<file path="src/rhc_pkg.sv">
package rhc_pkg;

  // fixed field widths of the pixel ports
  localparam int PIX_W = 8;
  localparam int HUE_W = 13;
  localparam int SAT_W = 8;
  localparam int VAL_W = 8;

  // one hue sector in whole degrees
  localparam int DEG_PER_SECTOR = 60;

  // sector picked by the largest channel
  typedef enum logic [1:0] {
    SECT_RED,
    SECT_GREEN,
    SECT_BLUE
  } sector_t;

  // per-pixel hue control that rides along the divider pipeline
  typedef struct packed {
    logic    neg;
    logic    grey;
    sector_t sector;
  } hue_ctl_t;

endpackage

</file>
<file path="src/rhc_div_pipe.sv">
module rhc_div_pipe #(
  parameter int CHAN_W = 8,
  parameter int HQ_W   = 10
) (
  input  logic                     clk,
  input  logic                     rst,
  input  logic                     in_valid,
  output logic                     in_ready,
  input  logic [HQ_W+CHAN_W-1:0]   hue_num,
  input  logic [CHAN_W-1:0]        delta,
  input  logic [2*CHAN_W-1:0]      sat_num,
  input  logic [CHAN_W-1:0]        val,
  input  rhc_pkg::hue_ctl_t        ctl_in,
  output logic                     out_valid,
  input  logic                     out_ready,
  output logic [HQ_W-1:0]          hue_quo,
  output logic                     hue_rem_nz,
  output logic [CHAN_W-1:0]        sat_quo,
  output logic [CHAN_W-1:0]        val_q,
  output rhc_pkg::hue_ctl_t        ctl_out
);

  // one restoring step per stage for both quotients
  localparam int NS = (HQ_W > CHAN_W) ? HQ_W : CHAN_W;

  logic                vld   [NS];
  logic                rdy   [NS+1];
  logic [CHAN_W-1:0]   h_rem [NS];
  logic [HQ_W-1:0]     h_lq  [NS];
  logic [CHAN_W-1:0]   s_rem [NS];
  logic [CHAN_W-1:0]   s_lq  [NS];
  logic [CHAN_W-1:0]   dlt   [NS];
  logic [CHAN_W-1:0]   vl    [NS];
  rhc_pkg::hue_ctl_t   ctl   [NS];

  assign rdy[NS] = out_ready;

  for (genvar s = 0; s < NS; s++) begin : g_stage
    logic [CHAN_W-1:0] hr;
    logic [HQ_W-1:0]   hl;
    logic [CHAN_W-1:0] sr;
    logic [CHAN_W-1:0] sl;
    logic [CHAN_W-1:0] d;
    logic [CHAN_W-1:0] v;
    rhc_pkg::hue_ctl_t c;
    logic              sv;
    logic [CHAN_W-1:0] hr_next;
    logic [HQ_W-1:0]   hl_next;
    logic [CHAN_W-1:0] sr_next;
    logic [CHAN_W-1:0] sl_next;

    // stage source: split numerators at entry, previous stage otherwise
    if (s == 0) begin : g_src_in
      assign hr = hue_num[HQ_W +: CHAN_W];
      assign hl = hue_num[HQ_W-1:0];
      assign sr = sat_num[CHAN_W +: CHAN_W];
      assign sl = sat_num[CHAN_W-1:0];
      assign d  = delta;
      assign v  = val;
      assign c  = ctl_in;
      assign sv = in_valid;
    end else begin : g_src_prev
      assign hr = h_rem[s-1];
      assign hl = h_lq[s-1];
      assign sr = s_rem[s-1];
      assign sl = s_lq[s-1];
      assign d  = dlt[s-1];
      assign v  = vl[s-1];
      assign c  = ctl[s-1];
      assign sv = vld[s-1];
    end

    // hue step: divide by delta
    if (s < HQ_W) begin : g_hue_step
      logic [CHAN_W:0] ht;
      logic            hge;
      assign ht      = {hr, hl[HQ_W-1]};
      assign hge     = ht >= {1'b0, d};
      assign hr_next = hge ? CHAN_W'(ht - {1'b0, d}) : CHAN_W'(ht);
      assign hl_next = {hl[HQ_W-2:0], hge};
    end else begin : g_hue_hold
      assign hr_next = hr;
      assign hl_next = hl;
    end

    // saturation step: divide by value
    if (s < CHAN_W) begin : g_sat_step
      logic [CHAN_W:0] st;
      logic            sge;
      assign st      = {sr, sl[CHAN_W-1]};
      assign sge     = st >= {1'b0, v};
      assign sr_next = sge ? CHAN_W'(st - {1'b0, v}) : CHAN_W'(st);
      assign sl_next = {sl[CHAN_W-2:0], sge};
    end else begin : g_sat_hold
      assign sr_next = sr;
      assign sl_next = sl;
    end

    // stage takes a beat when empty or when the next stage moves
    assign rdy[s] = !vld[s] || rdy[s+1];

    always_ff @(posedge clk) begin
      if (rst) begin
        vld[s] <= 1'b0;
      end else if (rdy[s]) begin
        vld[s] <= sv;
      end
    end

    always_ff @(posedge clk) begin
      if (rdy[s] && sv) begin
        h_rem[s] <= hr_next;
        h_lq[s]  <= hl_next;
        s_rem[s] <= sr_next;
        s_lq[s]  <= sl_next;
        dlt[s]   <= d;
        vl[s]    <= v;
        ctl[s]   <= c;
      end
    end
  end

  assign in_ready   = rdy[0];
  assign out_valid  = vld[NS-1];
  assign hue_quo    = h_lq[NS-1];
  assign hue_rem_nz = |h_rem[NS-1];
  assign sat_quo    = s_lq[NS-1];
  assign val_q      = vl[NS-1];
  assign ctl_out    = ctl[NS-1];

endmodule

</file>
<file path="src/rgb_to_hsv_convert.sv">
// RGB to HSV pixel converter. Takes one 8-bit RGB pixel per clock and returns value (the
// largest channel), saturation (255 * delta / value, rounded down) and hue in sixteenths
// of a degree (0..5759), with grey pixels giving hue and saturation 0 and ties in the
// largest channel going to red, then green, then blue. Throughput is one pixel every
// clock while hsv_stall does not hold the output. The pipeline runs through stage a, stage
// b, the two restoring dividers and the output register; the dividers retire one quotient
// bit per pipeline stage, HQ = clog2(60 * 2^HUE_FRAC_BITS + 1) bits of hue and CHANNEL_BITS
// bits of saturation. pix_stall follows hsv_stall only when the pipeline is full.
module rgb_to_hsv_convert #(
  parameter int CHANNEL_BITS  = 8,
  parameter int HUE_FRAC_BITS = 4
) (
  input  logic                      clk,
  input  logic                      rst,
  input  logic                      pix_valid,
  output logic                      pix_stall,
  input  logic [rhc_pkg::PIX_W-1:0] red_in,
  input  logic [rhc_pkg::PIX_W-1:0] green_in,
  input  logic [rhc_pkg::PIX_W-1:0] blue_in,
  output logic                      hsv_valid,
  input  logic                      hsv_stall,
  output logic [rhc_pkg::HUE_W-1:0] hue_out,
  output logic [rhc_pkg::SAT_W-1:0] sat_out,
  output logic [rhc_pkg::VAL_W-1:0] val_out
);

  localparam int CB        = CHANNEL_BITS;
  localparam int HUE_SIXTH = rhc_pkg::DEG_PER_SECTOR << HUE_FRAC_BITS;
  localparam int HQ_W      = $clog2(HUE_SIXTH + 1);
  localparam int HN_W      = HQ_W + CB;
  localparam int HS_W      = HQ_W + 4;
  localparam int HUE_W     = rhc_pkg::HUE_W;
  localparam int SAT_W     = rhc_pkg::SAT_W;
  localparam int VAL_W     = rhc_pkg::VAL_W;

  // ready chain back from the output register
  logic o_rdy;
  logic a_rdy;
  logic b_rdy;
  logic div_rdy;

  // stage a: max, min, sector and signed channel difference
  logic [CB-1:0]    r;
  logic [CB-1:0]    g;
  logic [CB-1:0]    b;
  logic [CB-1:0]    hi;
  logic [CB-1:0]    lo;
  logic [CB-1:0]    x;
  logic [CB-1:0]    y;
  logic             neg;
  rhc_pkg::sector_t sector;

  logic             a_vld;
  logic [CB-1:0]    a_val;
  logic [CB-1:0]    a_delta;
  logic [CB-1:0]    a_mag;
  logic             a_neg;
  rhc_pkg::sector_t a_sector;

  assign r = CB'(red_in);
  assign g = CB'(green_in);
  assign b = CB'(blue_in);

  always_comb begin
    hi = r;
    if (g > hi) hi = g;
    if (b > hi) hi = b;
    lo = r;
    if (g < lo) lo = g;
    if (b < lo) lo = b;
    if (hi == r) begin
      sector = rhc_pkg::SECT_RED;
      x      = g;
      y      = b;
    end else if (hi == g) begin
      sector = rhc_pkg::SECT_GREEN;
      x      = b;
      y      = r;
    end else begin
      sector = rhc_pkg::SECT_BLUE;
      x      = r;
      y      = g;
    end
    neg = y > x;
  end

  assign a_rdy     = !a_vld || b_rdy;
  assign pix_stall = !a_rdy;

  always_ff @(posedge clk) begin
    if (rst) begin
      a_vld <= 1'b0;
    end else if (a_rdy) begin
      a_vld <= pix_valid;
    end
  end

  always_ff @(posedge clk) begin
    if (a_rdy && pix_valid) begin
      a_val    <= hi;
      a_delta  <= hi - lo;
      a_mag    <= neg ? (y - x) : (x - y);
      a_neg    <= neg;
      a_sector <= sector;
    end
  end

  // stage b: scaled numerators for both divisions
  logic              b_vld;
  logic [HN_W-1:0]   b_hnum;
  logic [2*CB-1:0]   b_snum;
  logic [CB-1:0]     b_delta;
  logic [CB-1:0]     b_val;
  rhc_pkg::hue_ctl_t b_ctl;

  assign b_rdy = !b_vld || div_rdy;

  always_ff @(posedge clk) begin
    if (rst) begin
      b_vld <= 1'b0;
    end else if (b_rdy) begin
      b_vld <= a_vld;
    end
  end

  always_ff @(posedge clk) begin
    if (b_rdy && a_vld) begin
      b_hnum        <= HN_W'(HUE_SIXTH) * HN_W'(a_mag);
      b_snum        <= {a_delta, CB'(0)} - {CB'(0), a_delta};
      b_delta       <= a_delta;
      b_val         <= a_val;
      b_ctl.neg     <= a_neg;
      b_ctl.grey    <= a_delta == CB'(0);
      b_ctl.sector  <= a_sector;
    end
  end

  // divider pipeline
  logic              d_vld;
  logic [HQ_W-1:0]   d_hq;
  logic              d_nz;
  logic [CB-1:0]     d_sq;
  logic [CB-1:0]     d_val;
  rhc_pkg::hue_ctl_t d_ctl;

  rhc_div_pipe #(
    .CHAN_W (CB),
    .HQ_W   (HQ_W)
  ) u_div (
    .clk        (clk),
    .rst        (rst),
    .in_valid   (b_vld),
    .in_ready   (div_rdy),
    .hue_num    (b_hnum),
    .delta      (b_delta),
    .sat_num    (b_snum),
    .val        (b_val),
    .ctl_in     (b_ctl),
    .out_valid  (d_vld),
    .out_ready  (o_rdy),
    .hue_quo    (d_hq),
    .hue_rem_nz (d_nz),
    .sat_quo    (d_sq),
    .val_q      (d_val),
    .ctl_out    (d_ctl)
  );

  // output stage: floor rounding, sector offset, wrap and grey zeroing
  logic signed [HS_W-1:0] base;
  logic signed [HS_W-1:0] mag_s;
  logic signed [HS_W-1:0] hue_s;
  logic [HS_W-1:0]        hue_fix;

  always_comb begin
    unique case (d_ctl.sector)
      rhc_pkg::SECT_RED:   base = '0;
      rhc_pkg::SECT_GREEN: base = HS_W'(2 * HUE_SIXTH);
      rhc_pkg::SECT_BLUE:  base = HS_W'(4 * HUE_SIXTH);
      default:             base = '0;
    endcase
    mag_s = $signed(HS_W'(d_hq) + ((d_ctl.neg && d_nz) ? HS_W'(1) : HS_W'(0)));
    hue_s = d_ctl.neg ? (base - mag_s) : (base + mag_s);
    if (hue_s < 0) hue_s = hue_s + $signed(HS_W'(6 * HUE_SIXTH));
    hue_fix = d_ctl.grey ? '0 : $unsigned(hue_s);
  end

  assign o_rdy = !hsv_valid || !hsv_stall;

  always_ff @(posedge clk) begin
    if (rst) begin
      hsv_valid <= 1'b0;
    end else if (o_rdy) begin
      hsv_valid <= d_vld;
    end
  end

  always_ff @(posedge clk) begin
    if (o_rdy && d_vld) begin
      hue_out <= HUE_W'(hue_fix);
      sat_out <= d_ctl.grey ? '0 : SAT_W'(d_sq);
      val_out <= VAL_W'(d_val);
    end
  end

endmodule

</file>
<file path="config.mk">
export PLATFORM = sky130hd
export DESIGN_NAME = rgb_to_hsv_convert
export DESIGN_NICKNAME = d
export VERILOG_FILES = /design/src/rhc_pkg.sv /design/src/rhc_div_pipe.sv /design/src/rgb_to_hsv_convert.sv
export SDC_FILE = /design/constraint.sdc
export NUM_CORES = 1
export LEC_CHECK = 0
export BUFFER_PORTS_ARGS = -buffer_cell sky130_fd_sc_hd__buf_4
export CAP_MARGIN = 20
export CORE_UTILIZATION = 55
export CTS_CLUSTER_DIAMETER = 200
export DETAILED_ROUTE_END_ITERATION = 6
export PLACE_DENSITY = 0.82
export SYNTH_ARGS = -nofsm -noshare
export SYNTH_HDL_FRONTEND = slang
export SYNTH_HIERARCHICAL = 1
export SYNTH_SLANG_ARGS = --single-unit
</file>
<file path="constraint.sdc">
create_clock -name clk -period 7.45 [get_ports clk]
set_input_delay 0 -clock clk [delete_from_list [all_inputs] [get_ports clk]]
set_output_delay 0 -clock clk [all_outputs]
set_load 0.02 [all_outputs]
</file>
==> results.toml <==
[status]
status = "finished clean"

[cts]
cts.sink_count = 624
cts_tree = "built"
root_buffer = "clkbuf_16"
numCtsBuffers = 59
clock_path_buffers = 3
clk_latency_ns = 0.62
htreeDepth = 2
cts_resized = 0
clkTransAtPathRegs_ns = 0.06

[timing]
fin_ws_ns = 0.810
fin_worst_skew_ns = 0.0140
tightest_slew_ns = 1.07
slew_viol_final = 0
max_clock_freq_mhz = 151
max_slew_margin_pct = 28.5
period_needed_ns = 6.64
period_share_pct = 89.1
hold_viol = 0
rsz0062_at_grt = "false"
finalSetupTns_ns = 0
setup_viol = 0

[setup_path]
crit_path_end_kind = "register"
max_stage_delay_ns = 0.44
crit_type = "in -> reg"
required_ns = 7.82
cp-start-kind = "primary input"
crit_arrival_ns = 7.01
crit_fanout = 31
critPathMostFrequentCell = "ha_1"
slowest_stage = "a211oi_2"

[power_and_ir_drop]
intPower_mw = 6.91
clock_power_share_pct = 31.9
power.total_mw = 9.50
swShare_pct = 27.2
power_switching_mw = 2.59
power_density_nw_per_um2 = 264
p_seq_share_pct = 45.2
leakage_nw = 13.9
peakVddDrop_v = 0.000210
pwr-share-comb_pct = 22.8

[layout]
layout-drive-gt1-share_pct = 13.7
ff_latch_area_um2 = 18700
area_growth_pct = 10.4
final_cell_mix = "edfxtp_1 (621), inv_1 (259), ha_1 (219)"
multi_input_area_um2 = 12600
antenna_cells = 0
layout_commonest_cell = "edfxtp_1"
num-fill-cells = 4156
postLayoutCellArea_um2 = 36000
num-nets-final = 2841

[yosys]
netlist_instances = 2472
synth_ff_type = "edfxtp_1"
yosysTopAreaCell = "edfxtp_1"
synth_seq_cells = 624
synth_edf_count = 621
synth.avg_cell_area_um2 = 13.2
synth_area_um2 = 32600
synth-seq-area-share_pct = 57.4
synth_top_area_share_pct = 57.3
synth_cell_type_count = 75
yosys_warnings = 6
synth_area_leaders = "edfxtp_1 (57%), ha_1 (8.4%), mux2_2 (4.4%)"
async_flop_share_pct = 0

[detailed_routing]
postRouteAntennaNets = 0
first_iter_violations = 1199
dr.pass1.iters = 5
avgRoutedWirePerCell_um = 18.9
drc_errors = 0
wirelength_mm = 63.6
vias = 19800
vias_per_cell = 5.88

[floorplan]
die-area_um2 = 60200
start_util_pct = 56.0
rows = 88
core_area_um2 = 58100
pin_count = 59
fp.dieH_um = 245
die_w_um = 245

[job]
drv_cap = 0

[global_route]
grt_overflow = 0
grt_pass1_vias = 20700
grt_max_degree = 56
antenna_found_initial = 0
grt_pass1_wl_mm = 103
grt_usage_pct = 21.3

[placement]
dp_slack_ns = 0.221
io_buffers = 58
gp_congestion = 0.877
hpwl_mm = 44.3
place_area_um2 = 33900

[min_path]
hold_path_class = "in -> reg"
## registers in the layout, summed over array words and instances (netlist names), 10 cells and up
register     count
u_div/s_rem     56
u_div/vl        80
b_snum          16
u_div/h_lq     100
b_hnum          12
u_div/s_lq      80
u_div/ctl       40
hue_out         13
u_div/h_rem     80
u_div/dlt       72
u_div/vld       10
## timing repair
| action | in CTS | in global routing |
|---|---|---|
| buffers inserted | 0 | 0 |
| hold endpoints to repair | 26 | 0 |
| hold buffers | 9 | 0 |
## worst paths after layout
| path | depth (start not counted) | slack, ns | end | from |
|---|---|---|---|---|
| max reg2reg | 13 | 2.37 | hue_out[12] | u_div/ctl[9][3] |
| max | 31 | 0.81 | a_mag[5] | red_in[5] |
| min reg2reg | 0 | 0.41 | u_div/ctl[6][3] | u_div/ctl[5][3] |
| min | 4 | 0.04 | a_mag[0] | green_in[0] |
## power by group through the flow
stage | registers (mW) | logic, mW | clock network [mW]
global route | 4.32 | 2.42 | 3.22
finish | 4.30 | 2.17 | 3.04
global placement | 4.37 | 2.04 | 0
detailed placement | 4.37 | 2.16 | 0
floorplan | 4.32 | 1.72 | 0
CTS | 4.30 | 2.18 | 3.09
## critical path: cells and delay by family
kind,cells,cell delay [ns]
xor gates and xnor gates,1,0.08
muxes,2,0.49
buffers and inverters,6,1.08
AOI/OAI and AO/OA,10,2.45
and+or+nand+nor,8,1.67
adders and majority gates,4,1.18
## Yosys cell counts, types with 17 or more instances
cell type and n:
xor2_1 27, fa_1 34, nand3_1 48, o21ai_0 55, and3_1 24, a21oi_1 93, xnor2_1 84, a211oi_1 19
buf_4 17, mux2i_1 72, nand2_1 58, a2111oi_0 18, inv_1 259, nor3_1 82, nor2_1 121, edfxtp_1 621
nor2b_1 57, ha_1 219, o31a_1 19, nor4_1 18, nand2b_1 41, o21a_1 41, clkbuf_1 19, a211o_1 32
a21o_1 62, mux2_2 127
## layer usage
metal / GRT usage, % / up-vias / routed length [um]
met1: 23.0 / 9794 / 24100
li1: - / 9406 / -
met2: 42.1 / 494 / 35600
met3: 2.66 / 129 / 2100
met5: 0 / - / 0
met4: 7.18 / 0 / 1790
## cell type report
class | instances | area share, %
flip-flops and latches | 624 | 52.0
clock inverters | 43 | 1.23
clock buffers | 66 | 4.30
inverters | 260 | 2.71
multi-input cells | 1530 | 35.1
repair buffers | 85 | 1.96
well taps | 765 | 2.66
## cells by family (layout without fill, tap and decap cells)
group | count (synthesis) | in the layout | synth area share (%)
fa+ha+maj | 253 | 253 | 10.5
mux | 200 | 200 | 6.67
compound gates | 454 | 454 | 10.3
buf+inv | 323 | 454 | 4.09
flops | 624 | 624 | 57.4
xor+xnor | 111 | 111 | 2.99
other cells | 1 | 6 | 0.0115
simple gates | 506 | 506 | 7.98
## stage by stage
| stage | instances | util (%) | hold slack (ns) |
|---|---|---|---|
| 2_1_floorplan | 2477 | - | 0.0724 |
| 3_3_place_gp | 3253 | 58.2 | 0.215 |
| 3_5_place_dp | 3254 | 58.3 | 0.224 |
| 4_1_cts | 3372 | 61.8 | 0.00883 |
| 5_1_grt | 3373 | 61.9 | 0.0541 |
| 6_report | 3373 | 61.9 | 0.0354 |
(Power assumes the default switching activity.)
